### config.mk
export PLATFORM = sky130hd
export DESIGN_NAME = nested_reply_stream_deframer
export DESIGN_NICKNAME = d
export VERILOG_FILES = /design/src/rtl/nrsd_pkg.sv /design/src/rtl/nrsd_queue.sv /design/src/rtl/nrsd_front.sv /design/src/rtl/nrsd_back.sv /design/src/rtl/nested_reply_stream_deframer.sv
export SDC_FILE = /design/constraint.sdc
export NUM_CORES = 1
export LEC_CHECK = 0
export ABC_AREA = 1
export BUFFER_PORTS_ARGS = -buffer_cell sky130_fd_sc_hd__clkbuf_2
export CAP_MARGIN = 20
export CORE_AREA = 3 3 125 188
export CTS_CLUSTER_SIZE = 40
export DETAILED_ROUTE_END_ITERATION = 8
export DIE_AREA = 0 0 128 191
export PLACE_DENSITY = 0.77
export SKIP_CTS_REPAIR_TIMING = 1
export SLEW_MARGIN = 20
export SYNTH_ARGS = -nofsm -noshare
export SYNTH_HDL_FRONTEND = slang
export SYNTH_SLANG_ARGS = --single-unit
export TNS_END_PERCENT = 5
### constraint.sdc
create_clock -name clk -period 8.84 [get_ports clk]
set_clock_uncertainty 0.05 [all_clocks]
set_input_delay 1.768 -clock clk [delete_from_list [all_inputs] [get_ports clk]]
set_output_delay 1.768 -clock clk [all_outputs]
set_load 0.02 [all_outputs]
### src/rtl/nrsd_pkg.sv
// ---------------------------------------------------------------------------
// nrsd_pkg
// Types and constants of the nested reply stream deframer.
// ---------------------------------------------------------------------------
`timescale 1ns / 1ps

package nrsd_pkg;

	// Result status codes
	localparam logic [1:0] ST_PAYLOAD = 2'd0;
	localparam logic [1:0] ST_EMPTY   = 2'd1;
	localparam logic [1:0] ST_FAIL    = 2'd2;

	// Reply family codes
	localparam logic [1:0] FAM_S_LOW  = 2'd0;
	localparam logic [1:0] FAM_E      = 2'd1;
	localparam logic [1:0] FAM_S_HIGH = 2'd2;

	// Header characters
	localparam logic [7:0] CH_ESC   = 8'h1b;
	localparam logic [7:0] CH_BANG  = 8'h21;  // '!'
	localparam logic [7:0] CH_STAR  = 8'h2a;  // '*'
	localparam logic [7:0] CH_SLOW  = 8'h73;  // 's'
	localparam logic [7:0] CH_E     = 8'h65;  // 'e'
	localparam logic [7:0] CH_SHIGH = 8'h53;  // 'S'

	localparam logic [2:0] HDR_LEN  = 3'd5;
	localparam logic [2:0] HDR_HELD = 3'd4;

	// Result queue between front and back
	localparam int QUEUE_DEPTH = 4;
	localparam int QPTR_W      = 2;

	typedef struct packed {
		logic [1:0] status;
		logic [7:0] payload_byte;
		logic       reply_kind;
		logic [1:0] reply_family;
		logic [7:0] reply_token;
		logic [9:0] payload_length;
		logic       last_of_reply;
		logic       at_boundary;
	} res_t;

	typedef struct packed {
		logic full;
		logic empty;
	} q_stat_t;

endpackage

### src/rtl/nrsd_queue.sv
// ---------------------------------------------------------------------------
// nrsd_queue
// Short result FIFO decoupling the parser front from the output stage.
// ---------------------------------------------------------------------------
`timescale 1ns / 1ps

module nrsd_queue (
	input  logic              clk,
	input  logic              arst_n,
	input  logic              push,
	input  nrsd_pkg::res_t    wr_data,
	input  logic              pop,
	output nrsd_pkg::res_t    rd_data,
	output nrsd_pkg::q_stat_t stat
);

	localparam logic [nrsd_pkg::QPTR_W:0] FullCnt = (nrsd_pkg::QPTR_W + 1)'(nrsd_pkg::QUEUE_DEPTH);

	nrsd_pkg::res_t              mem_q [nrsd_pkg::QUEUE_DEPTH];
	logic [nrsd_pkg::QPTR_W-1:0] wr_ptr_q;
	logic [nrsd_pkg::QPTR_W-1:0] rd_ptr_q;
	logic [nrsd_pkg::QPTR_W:0]   cnt_q;

	always_ff @(posedge clk) begin
		if (push) begin
			mem_q[wr_ptr_q] <= wr_data;
		end
	end

	always_ff @(posedge clk or negedge arst_n) begin
		if (!arst_n) begin
			wr_ptr_q <= '0;
			rd_ptr_q <= '0;
			cnt_q    <= '0;
		end else begin
			if (push) begin
				wr_ptr_q <= wr_ptr_q + 1'b1;
			end
			if (pop) begin
				rd_ptr_q <= rd_ptr_q + 1'b1;
			end
			case ({push, pop})
				2'b10:   cnt_q <= cnt_q + 1'b1;
				2'b01:   cnt_q <= cnt_q - 1'b1;
				default: cnt_q <= cnt_q;
			endcase
		end
	end

	assign rd_data    = mem_q[rd_ptr_q];
	assign stat.full  = (cnt_q == FullCnt);
	assign stat.empty = (cnt_q == '0);

endmodule

### src/rtl/nrsd_front.sv
// ---------------------------------------------------------------------------
// nrsd_front
// Byte intake: outer frame tracking, reply header check, result building.
// ---------------------------------------------------------------------------
`timescale 1ns / 1ps

module nrsd_front #(
	parameter int OUTER_MAX = 4096,
	parameter int REPLY_MAX = 1024
) (
	input  logic              clk,
	input  logic              arst_n,
	input  logic              in_valid,
	input  logic [7:0]        rx_byte,
	output logic              in_stall,
	input  nrsd_pkg::q_stat_t q_stat,
	output logic              push,
	output nrsd_pkg::res_t    res
);

	localparam logic [16:0] OuterMax = 17'(OUTER_MAX);
	localparam logic [16:0] BodyMax  = 17'(REPLY_MAX - 5);

	logic        failed_q;
	logic [15:0] outer_cnt_q;
	logic [15:0] outer_tot_q;
	logic [2:0]  hdr_cnt_q;
	logic [7:0]  hdr_q [4];
	logic [15:0] body_len_q;
	logic [15:0] body_cnt_q;
	logic [7:0]  token_q;

	logic        failed_n;
	logic [15:0] outer_cnt_n;
	logic [15:0] outer_tot_n;
	logic [2:0]  hdr_cnt_n;
	logic        hdr_we;
	logic [15:0] body_len_n;
	logic [15:0] body_cnt_n;
	logic [7:0]  token_n;
	logic        emit;

	logic        take;
	logic        kind_star;
	logic [1:0]  fam;
	logic        fam_ok;
	logic [15:0] body;
	logic        hdr_ok;
	logic [15:0] tot;
	logic [15:0] oc;
	logic [15:0] bc;
	logic        last;
	logic [15:0] plen;

	assign in_stall = q_stat.full;
	assign take     = in_valid && !q_stat.full;
	assign push     = take && emit;

	// Decoded header fields
	always_comb begin
		kind_star = (hdr_q[1] == nrsd_pkg::CH_STAR);
		unique case (hdr_q[2])
			nrsd_pkg::CH_E:     fam = nrsd_pkg::FAM_E;
			nrsd_pkg::CH_SHIGH: fam = nrsd_pkg::FAM_S_HIGH;
			default:            fam = nrsd_pkg::FAM_S_LOW;
		endcase
		fam_ok = (hdr_q[2] == nrsd_pkg::CH_SLOW) || (hdr_q[2] == nrsd_pkg::CH_E)
			|| (hdr_q[2] == nrsd_pkg::CH_SHIGH);
		body   = {rx_byte, hdr_q[3]};
		hdr_ok = (hdr_q[0] == nrsd_pkg::CH_ESC)
			&& ((hdr_q[1] == nrsd_pkg::CH_BANG) || kind_star)
			&& fam_ok
			&& !(kind_star && (hdr_q[2] != nrsd_pkg::CH_SLOW))
			&& (body != 16'd0) && ({1'b0, body} <= BodyMax)
			&& !((hdr_q[2] == nrsd_pkg::CH_E) && (body != 16'd2));
		plen = (fam == nrsd_pkg::FAM_E) ? body_len_q : body_len_q - 16'd1;
	end

	always_comb begin
		failed_n    = failed_q;
		outer_cnt_n = outer_cnt_q;
		outer_tot_n = outer_tot_q;
		hdr_cnt_n   = hdr_cnt_q;
		hdr_we      = 1'b0;
		body_len_n  = body_len_q;
		body_cnt_n  = body_cnt_q;
		token_n     = token_q;
		emit        = 1'b0;
		res         = '0;
		tot         = {outer_tot_q[15:8], rx_byte};
		oc          = outer_cnt_q + 16'd1;
		bc          = body_cnt_q + 16'd1;
		last        = (bc >= body_len_q);

		if (failed_q) begin
			emit       = 1'b1;
			res.status = nrsd_pkg::ST_FAIL;
		end else if (outer_cnt_q == 16'd0) begin
			outer_tot_n = {rx_byte, 8'h00};
			outer_cnt_n = 16'd1;
		end else if (outer_cnt_q == 16'd1) begin
			if ((tot < 16'd2) || ({1'b0, tot} > OuterMax)) begin
				failed_n   = 1'b1;
				emit       = 1'b1;
				res.status = nrsd_pkg::ST_FAIL;
			end else begin
				outer_tot_n = tot;
				outer_cnt_n = (tot == 16'd2) ? 16'd0 : 16'd2;
			end
		end else begin
			outer_cnt_n = (oc >= outer_tot_q) ? 16'd0 : oc;
			if (hdr_cnt_q < nrsd_pkg::HDR_HELD) begin
				hdr_we    = 1'b1;
				hdr_cnt_n = hdr_cnt_q + 3'd1;
			end else if (hdr_cnt_q == nrsd_pkg::HDR_HELD) begin
				if (!hdr_ok) begin
					failed_n   = 1'b1;
					emit       = 1'b1;
					res.status = nrsd_pkg::ST_FAIL;
				end else begin
					hdr_cnt_n  = nrsd_pkg::HDR_LEN;
					body_len_n = body;
					body_cnt_n = 16'd0;
					token_n    = 8'h00;
				end
			end else begin
				body_cnt_n = bc;
				if (last) begin
					hdr_cnt_n = 3'd0;
				end
				res.reply_kind     = kind_star;
				res.reply_family   = fam;
				res.payload_length = plen[9:0];
				res.last_of_reply  = last;
				res.at_boundary    = (outer_cnt_n == 16'd0) && last;
				if ((fam != nrsd_pkg::FAM_E) && (bc == 16'd1)) begin
					// token byte: only an empty payload reports it
					token_n         = rx_byte;
					emit            = last;
					res.status      = nrsd_pkg::ST_EMPTY;
					res.reply_token = rx_byte;
				end else begin
					emit             = 1'b1;
					res.status       = nrsd_pkg::ST_PAYLOAD;
					res.payload_byte = rx_byte;
					res.reply_token  = (fam == nrsd_pkg::FAM_E) ? 8'h00 : token_q;
				end
			end
		end
	end

	always_ff @(posedge clk or negedge arst_n) begin
		if (!arst_n) begin
			failed_q    <= 1'b0;
			outer_cnt_q <= '0;
			outer_tot_q <= '0;
			hdr_cnt_q   <= '0;
			hdr_q[0]    <= '0;
			hdr_q[1]    <= '0;
			hdr_q[2]    <= '0;
			hdr_q[3]    <= '0;
			body_len_q  <= '0;
			body_cnt_q  <= '0;
			token_q     <= '0;
		end else if (take) begin
			failed_q    <= failed_n;
			outer_cnt_q <= outer_cnt_n;
			outer_tot_q <= outer_tot_n;
			hdr_cnt_q   <= hdr_cnt_n;
			if (hdr_we) begin
				hdr_q[hdr_cnt_q[1:0]] <= rx_byte;
			end
			body_len_q  <= body_len_n;
			body_cnt_q  <= body_cnt_n;
			token_q     <= token_n;
		end
	end

endmodule

### src/rtl/nrsd_back.sv
// ---------------------------------------------------------------------------
// nrsd_back
// Output stage: drains the result queue into the output register.
// ---------------------------------------------------------------------------
`timescale 1ns / 1ps

module nrsd_back (
	input  logic              clk,
	input  logic              arst_n,
	input  nrsd_pkg::q_stat_t q_stat,
	input  nrsd_pkg::res_t    q_data,
	output logic              pop,
	output logic              out_valid,
	input  logic              out_stall,
	output nrsd_pkg::res_t    out_res
);

	logic           out_valid_q;
	nrsd_pkg::res_t out_res_q;

	assign pop = !q_stat.empty && (!out_valid_q || !out_stall);

	always_ff @(posedge clk or negedge arst_n) begin
		if (!arst_n) begin
			out_valid_q <= 1'b0;
		end else if (!out_valid_q || !out_stall) begin
			out_valid_q <= !q_stat.empty;
		end
	end

	always_ff @(posedge clk) begin
		if (pop) begin
			out_res_q <= q_data;
		end
	end

	assign out_valid = out_valid_q;
	assign out_res   = out_res_q;

endmodule

### src/rtl/nested_reply_stream_deframer.sv
// ---------------------------------------------------------------------------
// nested_reply_stream_deframer
// Splits a length-framed byte stream into replies and streams their payload.
// ---------------------------------------------------------------------------
`timescale 1ns / 1ps

// Channel  Direction  Handshake             Payload
// in       sink       in_valid / in_stall   rx_byte
// out      source     out_valid / out_stall status, payload_byte, reply_kind,
//                                           reply_family, reply_token,
//                                           payload_length, last_of_reply,
//                                           at_boundary
//
// One byte per cycle while in_stall is low; a byte that gives a result is
// written to the queue at its beat, then taken into the output register.
// The front only stalls when the four-entry result queue is full, so a stalled
// output side still absorbs up to five results before in_stall rises.
// arst_n clears all framing state, the queue and the output valid.
// Length, header and non-empty reply token bytes beat only on a failure.

module nested_reply_stream_deframer #(
	parameter int OUTER_MAX = 4096,
	parameter int REPLY_MAX = 1024
) (
	input  logic       clk,
	input  logic       arst_n,
	input  logic       in_valid,
	output logic       in_stall,
	input  logic [7:0] rx_byte,
	output logic       out_valid,
	input  logic       out_stall,
	output logic [1:0] status,
	output logic [7:0] payload_byte,
	output logic       reply_kind,
	output logic [1:0] reply_family,
	output logic [7:0] reply_token,
	output logic [9:0] payload_length,
	output logic       last_of_reply,
	output logic       at_boundary
);

	nrsd_pkg::res_t    front_res;
	nrsd_pkg::res_t    q_data;
	nrsd_pkg::res_t    out_res;
	nrsd_pkg::q_stat_t q_stat;
	logic              push;
	logic              pop;

	// Front: frame and header tracking, one byte per beat
	nrsd_front #(
		.OUTER_MAX(OUTER_MAX),
		.REPLY_MAX(REPLY_MAX)
	) u_front (
		.clk     (clk),
		.arst_n  (arst_n),
		.in_valid(in_valid),
		.rx_byte (rx_byte),
		.in_stall(in_stall),
		.q_stat  (q_stat),
		.push    (push),
		.res     (front_res)
	);

	// Result queue decouples intake from output back-pressure
	nrsd_queue u_queue (
		.clk    (clk),
		.arst_n (arst_n),
		.push   (push),
		.wr_data(front_res),
		.pop    (pop),
		.rd_data(q_data),
		.stat   (q_stat)
	);

	// Back: registered output beat
	nrsd_back u_back (
		.clk      (clk),
		.arst_n   (arst_n),
		.q_stat   (q_stat),
		.q_data   (q_data),
		.pop      (pop),
		.out_valid(out_valid),
		.out_stall(out_stall),
		.out_res  (out_res)
	);

	assign status         = out_res.status;
	assign payload_byte   = out_res.payload_byte;
	assign reply_kind     = out_res.reply_kind;
	assign reply_family   = out_res.reply_family;
	assign reply_token    = out_res.reply_token;
	assign payload_length = out_res.payload_length;
	assign last_of_reply  = out_res.last_of_reply;
	assign at_boundary    = out_res.at_boundary;

endmodule

==> impl_metrics.env <==
export IMPL_status="completed"
export IMPL_power_frac_comb=0.221
export IMPL_synth_edf_count=165
export IMPL_grt_first_pass_wirelength_mm=46.6
export IMPL_path_max_fanout=7
export IMPL_clockBufferDepth=3
export IMPL_drv_cap=0
export IMPL_routedWlPerCell_microns=17.2
export IMPL_setup_viol=0
export IMPL_rows=67
export IMPL_firstDrtPassIters=6
export IMPL_clockPowerShare=0.305
export IMPL_rrSetupSlack_ns=4.67
export IMPL_grt_max_degree=69
export IMPL_yosysSeqAreaShare=0.598
export IMPL_drive_gt1_frac=0.108
export IMPL_avgSynthCellArea_sq_um=9.85
export IMPL_finalMaxSlewViolations=0
export IMPL_start_util=0.594
export IMPL_vias=9650
export IMPL_drtIter0Drc=849
export IMPL_max_vdd_ir_drop_v=0.000158
export IMPL_io_pin_count=47
export IMPL_async_reset_ff_frac=0.413
export IMPL_sequentialPowerShare=0.474
export IMPL_power_total_mw=3.65
export IMPL_power_leakage_nw=6.09
export IMPL_worstPathArrival_ns=4.56
export IMPL_synth_flop_cell="edfxtp_1"
export IMPL_startpoint_type="input port"
export IMPL_clk_latency_ns=0.52
export IMPL_synth_most_common_cell="nand2_1"
export IMPL_area_growth_pct=10.2
export IMPL_hold_viol_final=0
export IMPL_hold_path_class="register to register"
export IMPL_powerDensity_nw_per_um2=252
export IMPL_antenna_cells=0
export IMPL_netlist_area_sq_um=13100
export IMPL_period_share=0.477
export IMPL_ant_nets=0
export IMPL_p_sw_frac=0.309
export IMPL_yosys_warnings=0
export IMPL_dieArea_sq_um=24400
export IMPL_nets=1434
export IMPL_antenna_found_initial=0
export IMPL_hpwl_mm=19.9
export IMPL_drc=0
export IMPL_cts_root_buf="clkbuf_16"
export IMPL_p_int_mw=2.52
export IMPL_fin_area_sq_um=14500
export IMPL_synth_top_area_share=0.377
export IMPL_relSlewSlack=0.284
export IMPL_max_clock_freq_mhz=237
export IMPL_die_h_microns=191
export IMPL_setup_tns_ns=0
export IMPL_worst_pin_slew_ns=1.07
export IMPL_cts_sinks=281
export IMPL_numCtsBuffers=26
export IMPL_synth_area_leaders="edfxtp_1, dfrtp_1, nand2_1, o21ai_0, nor2_1"
export IMPL_critPathKind="input port to register"
export IMPL_cts_tree="yes"
export IMPL_viasPerCell=5.78
export IMPL_p_sw_mw=1.13
export IMPL_rsz0062_at_grt="no"
export IMPL_cts_htree_levels=1
export IMPL_numPortBuffers=46
export IMPL_grt_usage=0.237
export IMPL_wirelength_mm=28.8
export IMPL_ys_ff_latch=281
export IMPL_utilization=0.655
export IMPL_ys_top_cells_by_count="nand2_1, nor2_1, edfxtp_1"
export IMPL_syn_num_nets=1394
export IMPL_gp_congestion=0.978
export IMPL_grt_pass1_vias=9532
export IMPL_cp_end_kind="register"
export IMPL_die_width_microns=128
export IMPL_grt_overflow_total=0
export IMPL_netlist_instances=1334
export IMPL_clk_pin_slew_ns=0.07
export IMPL_dpl_instance_area_sq_um=13600
export IMPL_ys_types=42
export IMPL_cp_data_required_time_ns=9.19
export IMPL_min_period_ns=4.21
export IMPL_yosysTopAreaCell="edfxtp_1"
export IMPL_nFillCells=1702
export IMPL_core_area_sq_um=22100
## worst paths after layout
check	from	endpoint	depth (start not counted)
setup / recovery	rx_byte[5]	u_queue.cnt_q[2]$_DFFE_PN0P_	20
hold / removal	u_front.token_q[0]$_DFFE_PN0P_	u_front.token_q[0]$_DFFE_PN0P_	2
setup reg to reg	u_front.body_cnt_q[2]$_DFFE_PN0P_	u_queue.mem_q[0][19]$_DFFE_PP_	18
hold reg to reg	u_front.token_q[0]$_DFFE_PN0P_	u_front.token_q[0]$_DFFE_PN0P_	2
max in group asynchronous	arst_n	u_front.body_cnt_q[15]$_DFFE_PN0P_	2
min in group asynchronous	arst_n	u_back.out_valid$_DFFE_PN0N_	1
## worst max-delay path, cell delays in order
cell	delay (ns)
clkbuf_2	0.12
nor2_1	0.24
nand3_1	0.18
nor2_1	0.17
nand3_1	0.08
nand2_1	0.06
nand2_1	0.05
nor2_1	0.17
nor2_2	0.11
nor2_1	0.12
nand2_1	0.06
nand2_1	0.08
nand2_2	0.10
nand2_4	0.17
ha_1	0.18
inv_1	0.07
fa_1	0.39
a21oi_1	0.15
o21ai_0	0.11
xor2_1	0.15
## cell usage in the layout (no fill, tap or decap), types with 23 or more instances in the layout
master,n
ha_1,47
nand2_1,228
a21oi_1,27
o22ai_1,50
nand4_1,23
inv_1,145
dfrtp_1,115
clkbuf_16,27
edfxtp_1,165
clkbuf_2,45
o21ai_0,159
nor2_1,167
nand3_1,61
## cell type report
class	instances	area, sq um	share of cell area
clock buffers	30	707	0.0488
clock inverters	18	156	0.0108
inverters	153	574	0.0396
multi-input cells	861	4570	0.316
flip-flops and latches	281	7860	0.543
well taps	276	345	0.0238
repair buffers	51	270	0.0187
## flip-flops by register name (all words and copies together) (netlist names), 3 cells and up
signal	count
u_queue.mem_q	132
u_back.out_res	33
u_front.hdr_q	24
u_front.body_cnt_q	16
u_front.body_len_q	16
u_front.outer_cnt_q	16
u_front.outer_tot_q	16
u_front.body	8
u_front.token_q	8
u_front.hdr_cnt_q	3
u_queue.cnt_q	3
## stage by stage
step           instances  setup WS (ns)  hold WS, ns
6_report            1670           4.63        0.434
5_1_grt             1670           4.37        0.464
4_1_cts             1670           4.65        0.435
3_5_place_dp        1622           4.16        0.418
3_3_place_gp        1622           4.25        0.408
2_1_floorplan       1334           4.21        0.394
## routing by layer
layer,share of wire,track usage,up-vias
met5,0,0,-
met4,0.047,0.116,0
met3,0.055,0.0330,93
met2,0.51,0.423,342
met1,0.38,0.279,4601
li1,-,-,4614
## power groups by stage
stage	Sequential [mW]	Combinational, mW	Clock (mW)
final	1.73	0.806	1.11
after global routing	1.75	0.889	1.18
after CTS	1.73	0.818	1.13
after detailed placement	1.76	0.809	0
after global placement	1.75	0.780	0
after floorplan	1.86	0.425	0
## cell families after synthesis
family,after synthesis,synth area share
simple gates,533,0.177
flops,281,0.598
compound gates,262,0.110
buf+inv,192,0.0567
fa+ha+maj,48,0.0463
xor+xnor,18,0.0126
No activity file was read; power rests on OpenSTA's default activity.
